`config.mk`:
```
export PLATFORM = sky130hd
export DESIGN_NAME = rgb565_gray_downscale_quant_flat
export DESIGN_NICKNAME = d
export VERILOG_FILES = /design/src/design/rgq_pkg.sv /design/src/design/rgq_ifs.sv /design/src/design/rgq_scan.sv /design/src/design/rgb565_gray_downscale_quant.sv /design/src/flat_wrapper.sv
export SDC_FILE = /design/constraint.sdc
export NUM_CORES = 1
export LEC_CHECK = 0
export CAP_MARGIN = 25
export CELL_PAD_IN_SITES_DETAIL_PLACEMENT = 1
export CELL_PAD_IN_SITES_GLOBAL_PLACEMENT = 2
export CORE_UTILIZATION = 37
export DETAILED_ROUTE_END_ITERATION = 12
export DONT_BUFFER_PORTS = 1
export PLACE_DENSITY = 0.88
export REMOVE_ABC_BUFFERS = 1
export SETUP_SLACK_MARGIN = 0.2
export SKIP_LAST_GASP = 1
export SYNTH_ARGS = -nofsm -noshare
export SYNTH_HDL_FRONTEND = slang
export SYNTH_SLANG_ARGS = --single-unit
```
`constraint.sdc`:
```
create_clock -name clk -period 2.99 [get_ports clk]
set_input_delay 0.7475 -clock clk [delete_from_list [all_inputs] [get_ports clk]]
set_output_delay 0.7475 -clock clk [all_outputs]
set_load 0.01 [all_outputs]
```
`src/design/rgq_pkg.sv`:
```
// package: frame geometry, field widths, luma weights and shared types
`default_nettype none

package rgq_pkg;

    localparam int unsigned SRC_WIDTH  = 160;
    localparam int unsigned SRC_HEIGHT = 120;
    localparam int unsigned OUT_WIDTH  = 96;
    localparam int unsigned OUT_HEIGHT = 96;

    localparam int unsigned COL_STEP_INT = SRC_WIDTH / OUT_WIDTH;
    localparam int unsigned COL_STEP_REM = SRC_WIDTH % OUT_WIDTH;
    localparam int unsigned ROW_STEP_INT = SRC_HEIGHT / OUT_HEIGHT;
    localparam int unsigned ROW_STEP_REM = SRC_HEIGHT % OUT_HEIGHT;

    localparam int SCW = $clog2(SRC_WIDTH);
    localparam int SRW = $clog2(SRC_HEIGHT);
    localparam int NCW = $clog2(OUT_WIDTH + 1);
    localparam int NRW = $clog2(OUT_HEIGHT + 1);
    localparam int CTW = $clog2(SRC_WIDTH + 1);
    localparam int RTW = $clog2(SRC_HEIGHT + 1);
    localparam int CFW = (OUT_WIDTH > 1) ? $clog2(OUT_WIDTH) : 1;
    localparam int RFW = (OUT_HEIGHT > 1) ? $clog2(OUT_HEIGHT) : 1;

    localparam int PIXEL_W = 16;
    localparam int VALUE_W = 8;
    localparam int COORD_W = 7;

    localparam logic [VALUE_W-1:0] ZP_RESET = 8'h80;

    localparam logic [15:0] LUMA_R = 16'd77;
    localparam logic [15:0] LUMA_G = 16'd150;
    localparam logic [15:0] LUMA_B = 16'd29;

    typedef struct packed {
        logic               hit;
        logic [COORD_W-1:0] col;
        logic [COORD_W-1:0] row;
        logic               last;
    } rgq_hit_t;

endpackage

`default_nettype wire

```
`src/design/rgq_ifs.sv`:
```
// interfaces: pixel input, gray result and zero point write channels
`default_nettype none

interface rgq_pix_if;
    logic        valid;
    logic        ready;
    logic [15:0] pixel;
    logic        first_of_frame;

    modport source (output valid, output pixel, output first_of_frame, input ready);
    modport sink   (input valid, input pixel, input first_of_frame, output ready);
endinterface

interface rgq_res_if;
    logic              valid;
    logic              ready;
    logic signed [7:0] value;
    logic [6:0]        out_col;
    logic [6:0]        out_row;
    logic              last;

    modport source (output valid, output value, output out_col, output out_row,
                    output last, input ready);
    modport sink   (input valid, input value, input out_col, input out_row,
                    input last, output ready);
endinterface

interface rgq_cfg_if;
    logic              valid;
    logic              ready;
    logic signed [7:0] zp;

    modport source (output valid, output zp, input ready);
    modport sink   (input valid, input zp, output ready);
endinterface

`default_nettype wire

```
`src/design/rgq_scan.sv`:
```
// source position counters and exact nearest-neighbor step accumulators
`default_nettype none

module rgq_scan
    import rgq_pkg::*;
(
    input  wire logic     clk,
    input  wire logic     rst_n,
    input  wire logic     step,
    input  wire logic     first_of_frame,
    output rgq_hit_t      hit
);

    logic [SCW-1:0] src_col_reg,    src_col_next;
    logic [SRW-1:0] src_row_reg,    src_row_next;
    logic [NCW-1:0] next_col_reg,   next_col_next;
    logic [CTW-1:0] col_target_reg, col_target_next;
    logic [CFW-1:0] col_frac_reg,   col_frac_next;
    logic [NRW-1:0] next_row_reg,   next_row_next;
    logic [RTW-1:0] row_target_reg, row_target_next;
    logic [RFW-1:0] row_frac_reg,   row_frac_next;

    // state as seen after a resync
    logic [SCW-1:0] src_col;
    logic [SRW-1:0] src_row;
    logic [NCW-1:0] next_col;
    logic [CTW-1:0] col_target;
    logic [CFW-1:0] col_frac;
    logic [NRW-1:0] next_row;
    logic [RTW-1:0] row_target;
    logic [RFW-1:0] row_frac;

    logic           row_hit;
    logic           col_hit;
    logic [CFW:0]   col_frac_sum;
    logic [RFW:0]   row_frac_sum;

    always_comb
    begin
        src_col    = first_of_frame ? '0 : src_col_reg;
        src_row    = first_of_frame ? '0 : src_row_reg;
        next_col   = first_of_frame ? '0 : next_col_reg;
        col_target = first_of_frame ? '0 : col_target_reg;
        col_frac   = first_of_frame ? '0 : col_frac_reg;
        next_row   = first_of_frame ? '0 : next_row_reg;
        row_target = first_of_frame ? '0 : row_target_reg;
        row_frac   = first_of_frame ? '0 : row_frac_reg;

        row_hit = (next_row < NRW'(OUT_HEIGHT)) && (RTW'(src_row) == row_target);
        col_hit = (next_col < NCW'(OUT_WIDTH)) && (CTW'(src_col) == col_target);

        hit.hit  = row_hit && col_hit;
        hit.col  = COORD_W'(next_col);
        hit.row  = COORD_W'(next_row);
        hit.last = (next_col == NCW'(OUT_WIDTH - 1)) && (next_row == NRW'(OUT_HEIGHT - 1));

        col_frac_sum = {1'b0, col_frac} + (CFW + 1)'(COL_STEP_REM);
        row_frac_sum = {1'b0, row_frac} + (RFW + 1)'(ROW_STEP_REM);

        src_col_next    = src_col;
        src_row_next    = src_row;
        next_col_next   = next_col;
        col_target_next = col_target;
        col_frac_next   = col_frac;
        next_row_next   = next_row;
        row_target_next = row_target;
        row_frac_next   = row_frac;

        if (hit.hit)
        begin
            next_col_next = next_col + NCW'(1);
            if (col_frac_sum >= (CFW + 1)'(OUT_WIDTH))
            begin
                col_frac_next   = CFW'(col_frac_sum - (CFW + 1)'(OUT_WIDTH));
                col_target_next = col_target + CTW'(COL_STEP_INT) + CTW'(1);
            end
            else
            begin
                col_frac_next   = CFW'(col_frac_sum);
                col_target_next = col_target + CTW'(COL_STEP_INT);
            end
        end

        if (src_col >= SCW'(SRC_WIDTH - 1))
        begin
            src_col_next    = '0;
            next_col_next   = '0;
            col_target_next = '0;
            col_frac_next   = '0;
            if (src_row >= SRW'(SRC_HEIGHT - 1))
            begin
                src_row_next    = '0;
                next_row_next   = '0;
                row_target_next = '0;
                row_frac_next   = '0;
            end
            else
            begin
                src_row_next = src_row + SRW'(1);
                if (row_hit)
                begin
                    next_row_next = next_row + NRW'(1);
                    if (row_frac_sum >= (RFW + 1)'(OUT_HEIGHT))
                    begin
                        row_frac_next   = RFW'(row_frac_sum - (RFW + 1)'(OUT_HEIGHT));
                        row_target_next = row_target + RTW'(ROW_STEP_INT) + RTW'(1);
                    end
                    else
                    begin
                        row_frac_next   = RFW'(row_frac_sum);
                        row_target_next = row_target + RTW'(ROW_STEP_INT);
                    end
                end
            end
        end
        else
        begin
            src_col_next = src_col + SCW'(1);
        end
    end

    always_ff @(posedge clk or negedge rst_n)
    begin
        if (!rst_n)
        begin
            src_col_reg    <= '0;
            src_row_reg    <= '0;
            next_col_reg   <= '0;
            col_target_reg <= '0;
            col_frac_reg   <= '0;
            next_row_reg   <= '0;
            row_target_reg <= '0;
            row_frac_reg   <= '0;
        end
        else if (step)
        begin
            src_col_reg    <= src_col_next;
            src_row_reg    <= src_row_next;
            next_col_reg   <= next_col_next;
            col_target_reg <= col_target_next;
            col_frac_reg   <= col_frac_next;
            next_row_reg   <= next_row_next;
            row_target_reg <= row_target_next;
            row_frac_reg   <= row_frac_next;
        end
    end

`ifndef SYNTH
    a_col_in_range: assert property (@(posedge clk) disable iff (!rst_n)
        src_col_reg <= SCW'(SRC_WIDTH - 1))
        else $error("source column beyond row length");

    a_row_in_range: assert property (@(posedge clk) disable iff (!rst_n)
        src_row_reg <= SRW'(SRC_HEIGHT - 1))
        else $error("source row beyond frame height");

    a_frac_below_out: assert property (@(posedge clk) disable iff (!rst_n)
        (CFW + 1)'(col_frac_reg) < (CFW + 1)'(OUT_WIDTH))
        else $error("column remainder not reduced");
`endif

endmodule

`default_nettype wire

```
`src/design/rgb565_gray_downscale_quant.sv`:
```
// top level: rgb565 to quantized gray with nearest-neighbor downscale
//
// pix carries rgb565 source pixels in raster order, one transaction per
// pixel; first_of_frame marks source pixel (0,0) and resyncs all counters.
// a frame also wraps on its own after the last source pixel.
// res carries one transaction per kept pixel: gray minus zero point as
// signed 8 bits, output column and row, and last on the final output pixel.
// cfg writes the zero point (reset -128); it is always ready and should
// only be written while no pixel is in flight.
// a kept pixel shows on res in the cycle after its pix transaction.
// throughput: one pixel per cycle, set by the single result register;
// pix.ready drops only while a result waits and res.ready is low.
// reset clears the counters and the result valid and sets the zero point
// to -128; a stalled receiver holds the result and stalls pix behind it.
`default_nettype none

module rgb565_gray_downscale_quant
    import rgq_pkg::*;
(
    input  wire logic clk,
    input  wire logic rst_n,
    rgq_pix_if.sink   pix,
    rgq_res_if.source res,
    rgq_cfg_if.sink   cfg
);

    logic [VALUE_W-1:0] zp_reg;
    logic               res_valid_reg, res_valid_next;
    logic [VALUE_W-1:0] value_reg;
    logic [COORD_W-1:0] out_col_reg;
    logic [COORD_W-1:0] out_row_reg;
    logic               last_reg;

    logic               pix_fire;
    logic               res_fire;
    rgq_hit_t           hit;
    logic [15:0]        r8, g8, b8;
    logic [15:0]        luma_sum;
    logic [VALUE_W-1:0] gray;

    assign cfg.ready = 1'b1;
    assign pix.ready = !res_valid_reg || res.ready;
    assign pix_fire  = pix.valid && pix.ready;
    assign res_fire  = res_valid_reg && res.ready;

    rgq_scan u_scan
    (
        .clk            (clk),
        .rst_n          (rst_n),
        .step           (pix_fire),
        .first_of_frame (pix.first_of_frame),
        .hit            (hit)
    );

    always_comb
    begin
        r8       = {8'd0, pix.pixel[15:11], 3'd0};
        g8       = {8'd0, pix.pixel[10:5], 2'd0};
        b8       = {8'd0, pix.pixel[4:0], 3'd0};
        luma_sum = LUMA_R * r8 + LUMA_G * g8 + LUMA_B * b8;
        gray     = luma_sum[15:8];

        res_valid_next = res_valid_reg;
        if (pix_fire)
        begin
            res_valid_next = hit.hit;
        end
        else if (res_fire)
        begin
            res_valid_next = 1'b0;
        end
    end

    always_ff @(posedge clk or negedge rst_n)
    begin
        if (!rst_n)
        begin
            zp_reg <= ZP_RESET;
        end
        else if (cfg.valid && cfg.ready)
        begin
            zp_reg <= cfg.zp;
        end
    end

    always_ff @(posedge clk or negedge rst_n)
    begin
        if (!rst_n)
        begin
            res_valid_reg <= 1'b0;
        end
        else
        begin
            res_valid_reg <= res_valid_next;
        end
    end

    always_ff @(posedge clk)
    begin
        if (pix_fire && hit.hit)
        begin
            value_reg   <= gray - zp_reg;
            out_col_reg <= hit.col;
            out_row_reg <= hit.row;
            last_reg    <= hit.last;
        end
    end

    assign res.valid   = res_valid_reg;
    assign res.value   = value_reg;
    assign res.out_col = out_col_reg;
    assign res.out_row = out_row_reg;
    assign res.last    = last_reg;

`ifndef SYNTH
    a_hit_gives_result: assert property (@(posedge clk) disable iff (!rst_n)
        (pix_fire && hit.hit) |=> res_valid_reg)
        else $error("kept pixel produced no result");

    a_miss_gives_none: assert property (@(posedge clk) disable iff (!rst_n)
        (pix_fire && !hit.hit) |=> !res_valid_reg)
        else $error("dropped pixel produced a result");

    a_resync_origin: assert property (@(posedge clk) disable iff (!rst_n)
        (pix_fire && pix.first_of_frame) |=>
            (res_valid_reg && out_col_reg == '0 && out_row_reg == '0))
        else $error("first pixel of frame not at output origin");

    a_empty_is_ready: assert property (@(posedge clk) disable iff (!rst_n)
        !res_valid_reg |-> pix.ready)
        else $error("input stalled with empty result register");
`endif

endmodule

`default_nettype wire
```
`src/flat_wrapper.sv`:
```
// flat-port wrapper written by rule: the top's interface ports become plain ports
module rgb565_gray_downscale_quant_flat import rgq_pkg::*;
  (clk, rst_n, pix_valid, pix_pixel, pix_first_of_frame, pix_ready, res_valid, res_value, res_out_col, res_out_row, res_last, res_ready, cfg_valid, cfg_zp, cfg_ready);
  rgq_pix_if pix_i ();
  rgq_res_if res_i ();
  rgq_cfg_if cfg_i ();
  input  wire logic clk;
  input  wire logic rst_n;
  input wire logic [$bits(pix_i.valid)-1:0] pix_valid;
  input wire logic [$bits(pix_i.pixel)-1:0] pix_pixel;
  input wire logic [$bits(pix_i.first_of_frame)-1:0] pix_first_of_frame;
  output wire logic [$bits(pix_i.ready)-1:0] pix_ready;
  output wire logic [$bits(res_i.valid)-1:0] res_valid;
  output wire logic [$bits(res_i.value)-1:0] res_value;
  output wire logic [$bits(res_i.out_col)-1:0] res_out_col;
  output wire logic [$bits(res_i.out_row)-1:0] res_out_row;
  output wire logic [$bits(res_i.last)-1:0] res_last;
  input wire logic [$bits(res_i.ready)-1:0] res_ready;
  input wire logic [$bits(cfg_i.valid)-1:0] cfg_valid;
  input wire logic [$bits(cfg_i.zp)-1:0] cfg_zp;
  output wire logic [$bits(cfg_i.ready)-1:0] cfg_ready;
  assign pix_i.valid = pix_valid;
  assign pix_i.pixel = pix_pixel;
  assign pix_i.first_of_frame = pix_first_of_frame;
  assign pix_ready = pix_i.ready;
  assign res_valid = res_i.valid;
  assign res_value = res_i.value;
  assign res_out_col = res_i.out_col;
  assign res_out_row = res_i.out_row;
  assign res_last = res_i.last;
  assign res_i.ready = res_ready;
  assign cfg_i.valid = cfg_valid;
  assign cfg_i.zp = cfg_zp;
  assign cfg_ready = cfg_i.ready;
  rgb565_gray_downscale_quant u_core (.clk(clk), .rst_n(rst_n), .pix(pix_i), .res(res_i), .cfg(cfg_i));
endmodule
```
# Yosys cells after proc, flatten, opt, wreduce, memory -nomap -nowiden
# Cells that the tools add are included.
[op_classes] add_sub_neg=15 mul=3 magnitude_cmp=6 n_eq_ne=4 muxes=32 reduce_logical=10
[op_table] operator="$mux W7" count=24
[op_table] operator="$mux W8" count=6
[op_table] operator="$add A7 B1 Y7 const B" count=5
[op_table] operator="$add A8 B1 Y8 const B" count=3
[op_table] operator="$add A15 B16 Y16" count=1
[op_table] operator="$add A16 B13 Y16" count=1
[op_table] operator="$ge A8 B7 Y1 const B" count=2
[op_table] operator="$eq A7 B7 Y1 const B" count=2
[op_table] operator="$lt A7 B7 Y1 const B" count=2
[op_table] operator="$sub A7 B7 Y7 const B" count=2
[op_table] operator="$mul A7 B6 Y13 const A" count=1
[op_table] operator="$mul A7 B5 Y12 const A" count=1
[op_table] operator="$mul A5 B5 Y10 const A" count=1
[op_table] operator="$add A7 B5 Y8 const B" count=1
[op_table] operator="$add A7 B7 Y8 const B" count=1
[op_table] operator="$eq A8 B8 Y1" count=1
[op_table] operator="$ge A8 B8 Y1 const B" count=1
[op_table] operator="$sub A8 B8 Y8" count=1
[op_table] operator="$eq A7 B7 Y1" count=1
[op_table] operator="$ge A7 B7 Y1 const B" count=1
[op_table] operator="$logic_and A1 B1 Y1" count=7
[op_table] operator="$mux W1" count=2
[op_table] operator="$reduce_bool A2 Y1" count=1
[op_table] operator="$logic_not A1 Y1" count=1
[op_table] operator="$logic_or A1 B1 Y1" count=1
[word_totals] register_bits=90 wordCells=84

# Longest topological paths before layout
[depth] word_depth=7 ltp_mapped=28 ltp_nobuf=28

# By module
# A second synthesis with hierarchy kept.
[hier_totals] hier_cells=789 area_unflattened_um2=7483.4
[by_module_without_submodules] mod="rgq_scan" instances=1 cells_each=446 area_per_inst_um2=3900.0
[by_module_without_submodules] mod="rgb565_gray_downscale_quant" instances=1 cells_each=343 area_per_inst_um2=3583.4

# Worst setup path after synthesis
# OpenSTA, ideal clock, no wires.
[synth_path] kind="input -> register" startpoint="input port pix_pixel[2]" endpoint="register u_core.value_reg[7], in the netlist u_core.res.value[7] (data pin)" setup_ns=0.261 arrival_ns=5.681 required_time_ns=2.729 slack_ns=-2.952 stages=23 n_path_buf=0 cell_sequence="ha_1 -> ha_1 -> fa_1 -> inv_1 -> fa_1 -> inv_1 -> a21oi_1 -> o21bai_1 -> xnor2_1 -> fa_1 -> inv_1 -> ha_1 -> a21o_1 -> a221o_1 -> a21oi_1 -> inv_1 -> a21oi_1 -> xnor2_1 -> ha_1 -> o41a_1 -> xnor2_1 -> xnor2_1 -> xnor2_1"
[synth_between] elab_chain_cells=3
[synth_lines] element="start: declaration" line_no="flat_wrapper.sv:10" source="input wire logic [$bits(pix_i.pixel)-1:0] pix_pixel;"
[synth_lines] element="$mul A5 B5 Y10" line_no="rgb565_gray_downscale_quant.sv:60" source="luma_sum = LUMA_R * r8 + LUMA_G * g8 + LUMA_B * b8;"
[synth_lines] element="$add A16 B13 Y16" line_no="rgb565_gray_downscale_quant.sv:60"
[synth_lines] element="$sub A8 B8 Y8" line_no="rgb565_gray_downscale_quant.sv:102" source="value_reg <= gray - zp_reg;"
[synth_lines] element="end signal: assignment" line_no="rgb565_gray_downscale_quant.sv:102"
[synth_lines] element="end: declaration" line_no="rgb565_gray_downscale_quant.sv:29" source="logic [VALUE_W-1:0] value_reg;"
# No other way between the ends.
# A chain may end at the register's enable or synchronous reset.

# Worst setup path in the final report
[layout_path] startpoint="input port pix_pixel[13]" endpoint="register u_core.value_reg[7], in the netlist u_core.res.value[7] (data pin)"
[layout_between] elab_chain_cells=4
[layout_lines] element="$mul A7 B5 Y12" line_no="rgb565_gray_downscale_quant.sv:60"
[layout_lines] element="$add A15 B16 Y16" line_no="rgb565_gray_downscale_quant.sv:60"
[layout_lines] element="$add A16 B13 Y16" line_no="rgb565_gray_downscale_quant.sv:60"
[layout_lines] element="$sub A8 B8 Y8" line_no="rgb565_gray_downscale_quant.sv:102"
# No other way between the ends.

==> impl_metrics.ini <==
[status]
outcome = finished, violations left
violations = negative setup slack

[clock_network]
numCtsBuffers = 9
cts.sinks = 87
clk_pin_slew_ps = 70
cts_root_buf = clkbuf_16
cts_max_level = 3
clock_path_buffers = 2
worstSkewPairLatency_ps = 350
tritoncts = built

[synth]
syn_avg_cell_area_um2 = 9.264
yosys.area.top_type = dfrtp_1
synth_top_family_by_area = adder cells
synth_compound_area_frac = 0.1702
synthMuxAreaShare = 0.01023
synth_edf_count = 23
yosysMostFrequentCell = ha_1
ys_warn_count = 0
synth_flop_cell = dfrtp_1
seq_area_frac_synth = 0.3126
synth_xor_area_frac = 0.07759
netlist_top_cells_count = ha_1 (96), inv_1 (78), nand2_1 (69)
async_reset_ff_frac = 0.7356
synth_top_area_frac = 0.2149
synthDistinctLibCells = 66
syn_inst = 792
yosys-top-cells-area = dfrtp_1 (21%), ha_1 (16%), edfxtp_1 (9.4%)
syn-cell-area_um2 = 7337
synth_seq_cells = 87
yosys.area_share.simple = 0.1496
synthAdderAreaFrac = 0.2237

[global_routing]
grt_max_degree = 65
grt_pass1_wl_um = 32200
antenna_found_initial = 1
grt_pass1_vias = 6505
grt_util_all_layers = 0.2015
overflow = 0

[worst_setup_path]
endpoint_kind = flop
worstPathMaxFanout = 4
crit_path_start_kind = input pin
crit_buf_inv = 2
path_common_cell = ha_1
worstPathArrival_ps = 5640
cp_cell_sequence = ha_1, ha_1, ha_1, ha_1, a21o_1, a21oi_2, o21ai_1, a21oi_2, xor2_1, buf_4, fa_1, inv_2, ha_4, nand3_4, a21oi_2, a221o_1, xor2_1, ha_1, nand2_1, nand3_2, o41a_1, xnor2_1, xnor2_1, xnor2_1
path_class = input pin to flop
slowest_delay_ps = 540
required_ps = 3090
cpMaxStageDelayCell = fa_1
crit_family = adder cells

[routing]
wl_per_cell_um = 17.61
drc = 0
drtIter0Drc = 190
wirelength_um = 19850
vias = 5989
antenna_left = 0
drtPass1Iterations = 4
viasPerCell = 5.314

[timing]
fin_crit_sh = 1.853
slew_violations = 0
max_freq_mhz = 180.5
rsz0062_at_grt = yes
worst_slack_ps = -2549
finalHoldViolations = 0
finClkSkew_ps = 11.19
finalCriticalPeriod_ps = 5539
setup_violations = 8

[cells_and_area]
drive_above_1_share = 0.2079
area_growth_pct = 21.42
final_core_util = 0.4577
multiInputGateArea_um2 = 5030
fill_cells = 2244
num-nets-final = 1004
regArea_um2 = 2293

[placement]
port_buffers = 0
gp_congestion = 0.7940
place_worst_setup_slack_ps = -3246
post-dp-hpwl_um = 14450

[floorplanning]
io_pins = 56
core_area_um2 = 19460
fp.dieW_um = 142.8
die_y_um = 142.8
die_area_um2 = 20400
start_util = 0.3770
row_count = 51

[run]
cap_viol_max_count = 0

[power]
powerDensity_nw_per_um2 = 1290
leakage_nw = 4.097
p_total_mw = 11.50
peakVddDrop_v = 0.0008091

[hold_path]
hp-class = input pin to asynchronous set/reset pin
-- timing repair --
item	in CTS	in global routing
endpoints found under the setup margin	8	18
hold buffers	0	0
gates resized for setup	47	27
pin swaps	46	24
setup buffers	12	2
-- final timing paths --
kind                                               start                              end  slack, ps  cells past startpoint
max                                        pix_pixel[13]              u_core.res.value[7]      -2550                     24
min                                                rst_n  u_core.u_scan.col_target_reg[3]         80                      0
max reg2reg                 u_core.u_scan.src_col_reg[0]  u_core.u_scan.col_target_reg[5]        460                     10
min reg2reg                u_core.u_scan.next_row_reg[0]    u_core.u_scan.next_row_reg[0]        470                      2
max in group asynchronous                          rst_n                 u_core.zp_reg[7]       2680                      0
min in group clk           u_core.u_scan.next_row_reg[0]    u_core.u_scan.next_row_reg[0]        470                      2
-- routing by layer --
metal	wire, µm	vias to the layer above	GRT usage
met3	415	30	0.02482
li1	-	2889	-
met5	0	-	0
met2	10210	85	0.3661
met4	503	0	0.07697
met1	8718	2985	0.2415
-- final cells by class --
type,count,area share
Multi-Input combinational cell,598,0.5646
Tap cell,265,0.03722
Antenna cell,1,0.0002809
Inverter,78,0.03287
Timing Repair Buffer,82,0.07205
Clock buffer,11,0.02837
Sequential cell,87,0.2574
Clock inverter,5,0.007163
-- metrics by stage --
stage          area, µm²  setup TNS (ps)  hold slack (ps)  instances
2_1_floorplan       7222          -16130            436.8        763
3_3_place_gp        8066          -18800            453.5       1096
3_5_place_dp        8066          -20180            455.2       1096
4_1_cts             8753          -14910            77.34       1124
5_1_grt             8909          -16180            69.72       1127
6_report            8909          -15090            80.53       1127
-- cell usage in the layout, fill, tap and decap left out, types with 23 or more instances in the layout --
cell	n
xnor2_1	26
edfxtp_1	23
buf_4	75
a21oi_1	34
xor2_1	32
inv_1	73
nand2_1	69
nor2_1	26
dfrtp_1	63
o21ai_0	57
nor2b_1	29
ha_1	80
-- report_power, final --
group | internal, mW | switching (mW)
Sequential | 1.67 | 0.191
Clock | 0.700 | 0.502
Combinational | 4.41 | 4.02
Total | 6.78 | 4.71
-- kinds of logic after synthesis --
group	Yosys count
and+or+nand+nor	214
DFF	87
xor gates and xnor gates	65
muxes	7
AOI/OAI and AO/OA	193
buffers and inverters	107
adders and majority gates	118
other	1
(Power assumes the default switching activity.)
